$ cat config.mk
export PLATFORM = sky130hd
export DESIGN_NAME = rmsr_duty
export DESIGN_NICKNAME = d
export VERILOG_FILES = /design/src/rtl/assert_macros.svh /design/src/rtl/rmsr_pkg.sv /design/src/rtl/rmsr_duty.sv
export SDC_FILE = /design/constraint.sdc
export NUM_CORES = 1
export LEC_CHECK = 0
export BUFFER_PORTS_ARGS = -buffer_cell sky130_fd_sc_hd__buf_2
export CAP_MARGIN = 20
export CORE_ASPECT_RATIO = 0.8
export CORE_MARGIN = 2
export CORE_UTILIZATION = 68
export DETAILED_ROUTE_END_ITERATION = 6
export PLACE_DENSITY = 0.95
export REMOVE_ABC_BUFFERS = 1
export SLEW_MARGIN = 20
export SYNTH_ARGS = -nofsm -noshare
export SYNTH_HDL_FRONTEND = slang
export SYNTH_SLANG_ARGS = --single-unit
$ cat constraint.sdc
create_clock -name vclk -period 14.5
set_input_delay 2.175 -clock vclk [all_inputs]
set_output_delay 2.175 -clock vclk [all_outputs]
set_load 0.05 [all_outputs]
$ cat src/rtl/assert_macros.svh
// assertion helpers shared by the rtl
`ifndef ASSERT_MACROS_SVH
`define ASSERT_MACROS_SVH

`ifndef SYNTH
// clocked check, off while reset is asserted
`define ASSERT_CLK(lbl, clk, rst_n, prop, msg) \
  lbl: assert property (@(posedge clk) disable iff (!rst_n) (prop)) else $error(msg);
// clocked check, also active during reset
`define ASSERT_CLK_ALWAYS(lbl, clk, prop, msg) \
  lbl: assert property (@(posedge clk) (prop)) else $error(msg);
`else
`define ASSERT_CLK(lbl, clk, rst_n, prop, msg)
`define ASSERT_CLK_ALWAYS(lbl, clk, prop, msg)
`endif

`endif

$ cat src/rtl/rmsr_pkg.sv
package rmsr_pkg;

  localparam int TIMER_BITS_DEF = 32;

  localparam int CFG_DATA_W = 32;
  localparam int CFG_IDX_W  = 2;

  // register indexes of the configuration port
  localparam logic [CFG_IDX_W-1:0] CFG_START_PWM  = 2'd0;
  localparam logic [CFG_IDX_W-1:0] CFG_RAMP_STEP  = 2'd1;
  localparam logic [CFG_IDX_W-1:0] CFG_REV_PERIOD = 2'd2;
  localparam logic [CFG_IDX_W-1:0] CFG_PAUSE      = 2'd3;

  localparam logic [7:0]  START_PWM_RST  = 8'd80;
  localparam logic [6:0]  RAMP_STEP_RST  = 7'd5;
  localparam logic [31:0] REV_PERIOD_RST = 32'd0;
  localparam logic [15:0] PAUSE_RST      = 16'd10;

  localparam logic [7:0] PWM_MAX   = 8'd255;
  localparam logic [6:0] SPEED_MAX = 7'd100;
  localparam logic [6:0] SPEED_MIN_RUN = 7'd2;

  // x / 100 == (x * 5243) >> 19 for every x up to 255 * 100
  localparam int RECIP_100   = 5243;
  localparam int RECIP_SHIFT = 19;
  localparam int SCALE_W     = 21;
  localparam logic [SCALE_W-1:0] SCALE_RST =
    SCALE_W'((255 - 80) * RECIP_100);

  typedef enum logic [1:0] {
    OP_TICK    = 2'd0,
    OP_SPEED   = 2'd1,
    OP_DIR     = 2'd2,
    OP_TOGGLE  = 2'd3
  } op_t;

  typedef enum logic [1:0] {
    PH_RAMP  = 2'd0,
    PH_HOLD  = 2'd1,
    PH_DOWN  = 2'd2,
    PH_PAUSE = 2'd3
  } phase_t;

endpackage

$ cat src/rtl/rmsr_duty.sv
module rmsr_duty import rmsr_pkg::*; (
  input  logic [6:0]         speed,
  input  logic [SCALE_W-1:0] scale,
  input  logic [7:0]         start_pwm,
  input  logic               dir,
  output logic [7:0]         duty_fwd,
  output logic [7:0]         duty_rev
);

  localparam int PROD_W = 7 + SCALE_W;

  logic [PROD_W-1:0] prod;
  logic [7:0]        span;
  logic [7:0]        duty;

  // scale holds (255 - start_pwm) * reciprocal of 100
  assign prod = PROD_W'(speed) * PROD_W'(scale);
  assign span = prod[RECIP_SHIFT +: 8];
  assign duty = start_pwm + span;

  always_comb begin
    duty_fwd = '0;
    duty_rev = '0;
    if (speed >= SPEED_MIN_RUN) begin
      if (dir) begin
        duty_rev = duty;
      end else begin
        duty_fwd = duty;
      end
    end
  end

endmodule

Yosys cells after proc, flatten, opt, wreduce, memory -nomap -nowiden
Index checks and enable logic that the tools add are counted.
- flip-flop bits (word level): 0
- output and inout bits: 16
- logic and storage cells: 7
- $add $sub $neg: 1
- multiply operators: 1
- muxes and demuxes: 4
- $lt $le $gt $ge: 1
- operators by type and width (operator ; number):
    two-way mux 8 bit ; 4
    multiplier 7 x 21 -> 27 bit ; 1
    adder 8 bit ; 1
    greater-or-equal comparator 7 x 2 -> 1 bit (second input constant) ; 1

Depth between registers and ports, before layout
Gate-level depths: netlist (run 1).
- word-level depth: 4
- depth in mapped cells: 28

Worst setup path after synthesis (run 1)
OpenSTA, ideal clock, no wires.
- path kind: input port to output port
- from: in speed[1]
- to: out duty_fwd[7]
- setup slack: 3.977 ns
- required time: 12.325 ns
- stages: 25
- arrival: 8.348 ns
- path through: clkbuf_1 > clkbuf_1 > and2_1 > fa_1 > fa_1 > fa_1 > inv_1 > fa_1 > inv_1 > ha_1 > a21oi_1 > o21ai_0 > a21oi_1 > a2bb2oi_1 > a21oi_1 > a311oi_1 > xnor2_1 > ha_1 > a21o_1 > a21oi_2 > o21ai_0 > o41ai_1 > xnor2_1 > a21o_1 > a21oi_1
- word-level cells in the longest chain between the ends: 4
- elaborated cells between the ends (all ways): 5
- those cells by class: add/sub (1); mul (1); order compare (1); mux (2)
- RTL lines (item ; line ; source):
    from (decl) ; rmsr_duty.sv:2 ; input logic [6:0] speed,
    multiplier 7 x 21 -> 27 bit ; rmsr_duty.sv:17 ; assign prod = PROD_W'(speed) * PROD_W'(scale);
    adder 8 bit ; rmsr_duty.sv:19 ; assign duty = start_pwm + span;
    two-way mux 8 bit ; rmsr_duty.sv:25 ; if (dir) begin
    two-way mux 8 bit * ; rmsr_duty.sv:24 ; if (speed >= SPEED_MIN_RUN) begin
    to (decl) ; rmsr_duty.sv:6 ; output logic [7:0] duty_fwd,
Every way passes the cells marked *; elsewhere a longest branch is shown, timed or not.

Final worst setup path (run 1)
- from: in speed[5]
- to: out duty_fwd[6]
The elaborated chain is that of the path after synthesis.

==> flow_metrics.tcl, run 1 <==
set metrics [dict create \
    tightest_slew_ns 0.4847 \
    drtIter0Drc 270 \
    hold_viol 0 \
    hp-start "dir" \
    required_ns 12.32 \
    antenna_cells 0 \
    drive_above_1_share 0.1154 \
    seq_cell_count 0 \
    crit_slowest_cell "fa_1" \
    relSlewSlack 0.6747 \
    max_freq_ghz 0.09285 \
    grt_use_total 0.3144 \
    gp_congestion 0.8891 \
    synth_area_per_cell_um2 8.489 \
    critPathBufInv 5 \
    finalSetupViolations 0 \
    layout_common_cells "and2_1, inv_1, fa_1" \
    cts-resized-gates 0 \
    grt_overflow 0 \
    hold_depth 4 \
    coreArea_um2 6409 \
    timing.setup.tns_ns 0 \
    post-cts-setup-buffer-count 0 \
    area_growth_pct 6.928 \
    yosysWarningCount 0 \
    fin_crit_sh 0.7428 \
    numPortBuffers 53 \
    ctsHoldBuffers 0 \
    synthCells 534 \
    die_w_um 95.29 \
    dieArea_um2 7339 \
    cpPeakStageDelay_ns 0.57 \
    period_needed_ns 10.77 \
    dp_hpwl_um 8734 \
    finalWirelength_um 10430 \
    vias 3789 \
    slew_viol_final 0 \
    ys_types 44 \
    postLayoutCoreUtil 0.7563 \
    num_rows 26 \
    rsz0062_at_grt "no" \
    start_kind "input pin" \
    antenna_found_initial 0 \
    final_nets 753 \
    first_pass_iters 5 \
    grt_first_pass_wirelength_um 18550 \
    die_y_um 77.03 \
    io_pins 53 \
    seq_area_um2 0 \
    wl_per_cell_um 15.90 \
    ys_seq_area_frac 0 \
    arrival_ns 8.59 \
    synth_area_um2 4533 \
    end_kind "output port" \
    path_max_fanout 22 \
    route.detailed.drc 0 \
    critPathTopFamily "adder cells" \
    initial_core_util 0.7073 \
    cp_common_cell "fa_1" \
    grt_max_degree 23 \
    status "completed" \
    final.clkbuf_count 0 \
    via_per_inst 5.776 \
    holdPathEnd "duty_rev[4]" \
    holdCritPathClass "in2out" \
    critical_path_class "in2out" \
    drv_cap 0 \
    grt_pass1_vias 4083 \
    ant_nets 0 \
]
## synth_stat cells (all sizes together), types with 2 or more instances
cell     n  share of area
nor2b    3         0.0041
inv     99          0.082
o21a     3         0.0050
and4     2         0.0044
nand4    2         0.0028
xor2     9          0.017
nor3     5         0.0066
o21ai   12          0.014
and3     3         0.0047
xnor2    7          0.014
a211oi   3         0.0088
nand3    5         0.0055
fa      93           0.41
nor2    26          0.022
clkbuf  15          0.012
a21oi   17          0.020
ha      49           0.14
nor4     2         0.0028
nand2b   4         0.0055
and2    99           0.14
nand2   57          0.047
a21o     5         0.0083
## metal layers
metal  share of wire  vias up  track usage
met5               0        -            0
met1            0.41     1892       0.4434
met3           0.072       17      0.01965
li1                -     1712            -
met4           0.014        0      0.05652
met2            0.51      168       0.5408
## cell families after synthesis
| logic type | Yosys count | synth area share |
|---|---|---|
| AOI/OAI and AO/OA | 51 | 0.08143 |
| xor gates and xnor gates | 16 | 0.03091 |
| adders and majority gates | 142 | 0.5460 |
| buffers and inverters | 114 | 0.09440 |
| muxes | 1 | 0.002208 |
| and+or+nand+nor | 210 | 0.2451 |
## worst min-delay path: cells and delay by family
family / cells / cell delay (ns)
buf+inv: 2 / 0.30
simple gates: 2 / 0.29
## layout make-up
| type | instances | area, um2 |
|---|---|---|
| multi-input combinational | 420 | 4105 |
| tap | 84 | 105.1 |
| fill | 456 | 1562 |
| timing repair buffer | 53 | 265.3 |
| inverter | 99 | 371.6 |
## worst max-delay path by stage
stage                        endpoint  startpoint  slack [ns]  depth (start not counted)
after floorplan           duty_fwd[7]   scale[11]        4.35                         23
after global placement    duty_fwd[6]    speed[5]        4.01                         27
after detailed placement  duty_fwd[6]    speed[5]        3.83                         27
after CTS                 duty_fwd[6]    speed[5]        3.80                         27
after global routing      duty_fwd[6]    speed[5]        3.35                         27
final                     duty_fwd[6]    speed[5]        3.73                         27
## per-stage QoR
stage	setup WS (ns)	area [um2]	instances	hold slack, ns
final	3.730	4847	656	4.953
after global placement	4.012	4847	656	4.933
after CTS	3.802	4847	656	4.941
after global routing	3.353	4847	656	4.999
after detailed placement	3.826	4847	656	4.938
after floorplan	4.350	4477	519	4.735
Power of run 1 is left out: the tool's default activity adds up to more than one toggle a clock period on the data nets, which glitch-free logic cannot reach.
==> run 2, diff against run 1 <==
Settings changed: ABC_AREA set to 1, CORE_UTILIZATION 68 to 64.
Clock period 14.5 ns to 11.3 ns, I/O delays scaled along.
==> run 2 against run 1 <==
Wire length grew 13%; first-iteration DRC count grew 0.37%; clock-buffer cell count is the same; global-route usage shrank 2.3 points; final cell count grew 38%; worst setup slack lost 1.6 ns; via count grew 23%; flip-flop and latch count is the same; critical path depth grew 2; critical path type unchanged; critical endpoint is now duty_rev[6].
==> flow_metrics.tcl, run 2 <==
set metrics [dict create \
    io_pins 53 \
    power_density_nw_per_um2 268.3 \
    die_w_um 103.4 \
    seq_area_um2 0 \
    rsz0062_at_grt "no" \
    via_per_inst 5.149 \
    synthCells 762 \
    layout_common_cells "inv_1, nand2_1, fa_1" \
    synthTopCellsByCount "inv_1, nand2_1, fa_1, ha_1, nor2_1" \
    cpPeakStageDelay_ns 0.55 \
    dieArea_um2 8634 \
    end_kind "output port" \
    ys_types 31 \
    leakage_nw 3.767 \
    synth_top_area_frac 0.3681 \
    drive_above_1_share 0.08375 \
    die_y_um 83.51 \
    finalWirelength_um 11760 \
    ant_nets 0 \
    holdCritPathClass "in2out" \
    final_common_cell "inv_1" \
    grt_max_degree 24 \
    start_kind "input pin" \
    yosysTopAreaCell "fa_1" \
    period_needed_ns 9.146 \
    drtIter0Drc 271 \
    vias 4660 \
    path_max_fanout 22 \
    antenna_found_initial 0 \
    cts-resized-gates 0 \
    route.detailed.drc 0 \
    arrival_ns 7.45 \
    critical_path_class "in2out" \
    final_nets 981 \
    synth_area_um2 5057 \
    synth_area_per_cell_um2 6.637 \
    post_dp_cell_area_um2 5396 \
    initial_core_util 0.6714 \
    gp_congestion 0.8857 \
    synth_most_common_cell "inv_1" \
    fin_ws_ns 2.154 \
    slew_viol_final 0 \
    hold_viol 0 \
    final.clkbuf_count 0 \
    max_freq_ghz 0.1093 \
    ys_seq_area_frac 0 \
    coreArea_um2 7532 \
    numPortBuffers 53 \
    fill_cells 660 \
    dp_hpwl_um 10020 \
    yosysWarningCount 0 \
    grt_pass1_vias 4978 \
    relSlewSlack 0.6491 \
    drv_cap 0 \
    grt_use_total 0.2912 \
    finalSetupViolations 0 \
    tightest_slew_ns 0.5264 \
    hold_ws_ns 3.939 \
    antenna_cells 0 \
    status "completed" \
    wl_per_cell_um 13.00 \
    area_growth_pct 6.705 \
    design_area_um2 5396 \
    ir_worst_vdd_v 0.0003150 \
    fin_crit_sh 0.8094 \
    timing.setup.tns_ns 0 \
    num_rows 28 \
    cp_common_cell "nand2_1" \
    hold_depth 5 \
    required_ns 9.61 \
    seq_cell_count 0 \
    synth_area_leaders "fa_1, inv_1, nand2_1" \
    crit_slowest_cell "fa_1" \
    post-cts-setup-buffer-count 0 \
    first_pass_iters 5 \
    place_ws_ns 2.203 \
    grt_overflow 0 \
    ctsHoldBuffers 0 \
    grt_first_pass_wirelength_um 20950 \
]
==> run 2: cell types whose count changed after synthesis, sizes merged, moves of 3 or more <==
cell | before | now
a21oi | 17 | 24
and2 | 99 | 0
inv | 99 | 244
nand2 | 57 | 233
nand2b | 4 | 1
nand3 | 5 | 19
nand4 | 2 | 6
nor2 | 26 | 35
nor2b | 3 | 0
o21ai | 12 | 9
o21bai | 1 | 5
xor2 | 9 | 5
==> run 2: final timing paths <==
kind	end	start	slack, ns
min	duty_rev[7]	start_pwm[7]	3.94
max	duty_rev[6]	speed[5]	2.15
==> run 2: worst max-delay path: cells and delay by family <==
| kind | cells | cell delay [ns] |
|---|---|---|
| buffers and inverters | 7 | 1.03 |
| AND/OR/NAND/NOR | 10 | 0.94 |
| adder cells (fa/ha/maj) | 7 | 3.04 |
| AO/OA/AOI/OAI | 3 | 0.36 |
| XOR/XNOR | 2 | 0.37 |
==> run 2: cells by family after synthesis <==
family          count (synthesis)  synth area share
compound gates                 48           0.05641
xor+xnor                       11           0.01905
fa+ha+maj                     142            0.4894
buf+inv                       259            0.1925
simple gates                  302            0.2427
==> run 2: cell type report <==
class | count | area, um2 | area share
well taps | 105 | 131.4 | 0.02434
multi-input cells | 503 | 4084 | 0.7568
inverters | 244 | 915.9 | 0.1697
repair buffers | 53 | 265.3 | 0.04915
==> run 2: where the power goes <==
group	switching, mW	internal, mW	total, mW	leakage [nW]
Combinational	0.990	0.458	1.45	3.77
Clock	0	0	0	0
Sequential	0	0	0	0
==> run 2: metal layers <==
layer / vias up / track usage / part of all wire
met5: - / 0 / 0
met4: 0 / 0.05263 / 0.011
met3: 18 / 0.009213 / 0.059
met2: 162 / 0.5273 / 0.51
met1: 2226 / 0.3881 / 0.42
li1: 2254 / - / -
==> run 2: per-stage QoR <==
step           total power [mW]  cells  utilization
5_1_grt                   1.614    905       0.7164
2_1_floorplan             1.132    747            -
4_1_cts                   1.443    905       0.7164
6_report                  1.448    905       0.7164
3_3_place_gp              1.386    905       0.7164
3_5_place_dp              1.434    905       0.7164
Power figures use the tool's default switching activity.
==> run 3, diff against run 2 <==
Clock period 11.3 ns to 8.6 ns, I/O delays scaled along.
==> run 3 against run 2 <==
Clock-buffer cell count unchanged; wire length decreased by 0.12%; final cell count unchanged; final area increased by 0.51%; worst setup slack got worse by 1.7 ns; die area unchanged; via count increased by 1.2%; sequential share of layout area unchanged; critical path type unchanged; largest power group unchanged; highest routed layer unchanged.
==> flow_metrics.tcl, run 3 (synthesized netlist as in run 2, its figures left out) <==
set metrics [dict create \
    ant_nets 0 \
    tightest_slew_ns 0.3981 \
    coreArea_um2 7532 \
    crit_slowest_cell "fa_1" \
    design_area_um2 5424 \
    holdCritPathClass "in2out" \
    drtIter0Drc 289 \
    drv_cap 0 \
    finalWirelength_um 11750 \
    fill_cells 639 \
    cp_common_cell "nand2_1" \
    hp-start "dir" \
    vias 4715 \
    area_growth_pct 7.249 \
    gp_congestion 0.8870 \
    hold_ws_ns 3.128 \
    grt_pass1_vias 4911 \
    critical_path_class "in2out" \
    first_pass_iters 7 \
    io_pins 53 \
    final_common_cell "inv_1" \
    max_freq_ghz 0.1222 \
    slew_viol_final 0 \
    dieArea_um2 8634 \
    grt_overflow 0 \
    holdPathEnd "duty_rev[3]" \
    cpPeakStageDelay_ns 0.58 \
    via_per_inst 5.210 \
    num_rows 28 \
    post_dp_cell_area_um2 5396 \
    grt_first_pass_wirelength_um 20840 \
    seq_area_um2 0 \
    grt_max_degree 24 \
    initial_core_util 0.6714 \
    final.clkbuf_count 0 \
    end_kind "output port" \
    layout_common_cells "inv_1, nand2_1, fa_1" \
    route.detailed.drc 0 \
    leakage_nw 3.772 \
    path_max_fanout 22 \
    dp_hpwl_um 9942 \
    hold_depth 4 \
    die_w_um 103.4 \
    critPathTopFamily "adder cells" \
    timing.setup.tns_ns 0 \
    wl_per_cell_um 12.98 \
    drive_above_1_share 0.08500 \
    finalSetupViolations 0 \
    antenna_cells 0 \
    arrival_ns 6.89 \
    ir_worst_vdd_v 0.0004317 \
    start_kind "input pin" \
    hold_viol 0 \
    period_needed_ns 8.185 \
    required_ns 7.31 \
    antenna_found_initial 0 \
    relSlewSlack 0.7346 \
    numPortBuffers 53 \
    power_density_nw_per_um2 350.8 \
    final_nets 981 \
    grt_use_total 0.2915 \
    critPathBufInv 6 \
    status "completed" \
    fin_crit_sh 0.9517 \
    seq_cell_count 0 \
    post-cts-setup-buffer-count 0 \
    die_y_um 83.51 \
]
==> run 3: changes by cell type in the layout (fill, tap and decap cells not counted) <==
cell and delta:
buf_2 -8, clkbuf_4 +8, o21ai_0 -1, o21ai_1 +1
xor2_1 -1, xor2_2 +1
==> run 3: repair_timing <==
item / CTS / global route
setup endpoints to repair: 0 / 4
resized for setup: 0 / 10
hold buffers: 0 / 0
==> run 3: cell type report <==
| cell class | count | area (um2) | area share |
|---|---|---|---|
| Timing Repair Buffer | 53 | 285.3 | 0.05260 |
| Inverter | 244 | 915.9 | 0.1689 |
| Tap cell | 105 | 131.4 | 0.02422 |
| Multi-Input combinational cell | 503 | 4091 | 0.7543 |
==> run 3: layer usage <==
layer	GRT usage	wire length, um	up-vias	part of all wire
met2	0.5196	6101	165	0.52
met5	0	0	-	0
met1	0.3992	5021	2280	0.43
met4	0.04426	31	0	0.0026
li1	-	-	2264	-
met3	0.01005	595	6	0.051
==> run 3: worst max-delay path by stage <==
| stage | from | to | slack (ns) | cells past startpoint |
|---|---|---|---|---|
| 6_report | speed[5] | duty_fwd[7] | 0.42 | 28 |
| 5_1_grt | speed[6] | duty_fwd[7] | -0.0004 | 28 |
| 4_1_cts | speed[6] | duty_rev[6] | 0.29 | 28 |
| 3_5_place_dp | speed[6] | duty_fwd[7] | 0.30 | 28 |
| 3_3_place_gp | speed[6] | duty_fwd[6] | 0.37 | 28 |
| 2_1_floorplan | scale[3] | duty_fwd[7] | 0.85 | 28 |
==> run 3: where the power goes <==
part	internal, mW	switching [mW]	leakage, nW	total, mW
logic	0.606	1.30	3.77	1.90
registers	0	0	0	0
clock network	0	0	0	0
total	0.606	1.30	3.77	1.90
==> run 3: metrics by stage <==
stage	std cells	worst slack [ns]	total power, mW	utilization
floorplan	747	0.8450	1.488	-
global placement	905	0.3709	1.820	0.7164
detailed placement	905	0.3009	1.881	0.7164
CTS	905	0.2947	1.893	0.7164
global route	905	-0.0004290	2.138	0.7201
finish	905	0.4153	1.903	0.7201
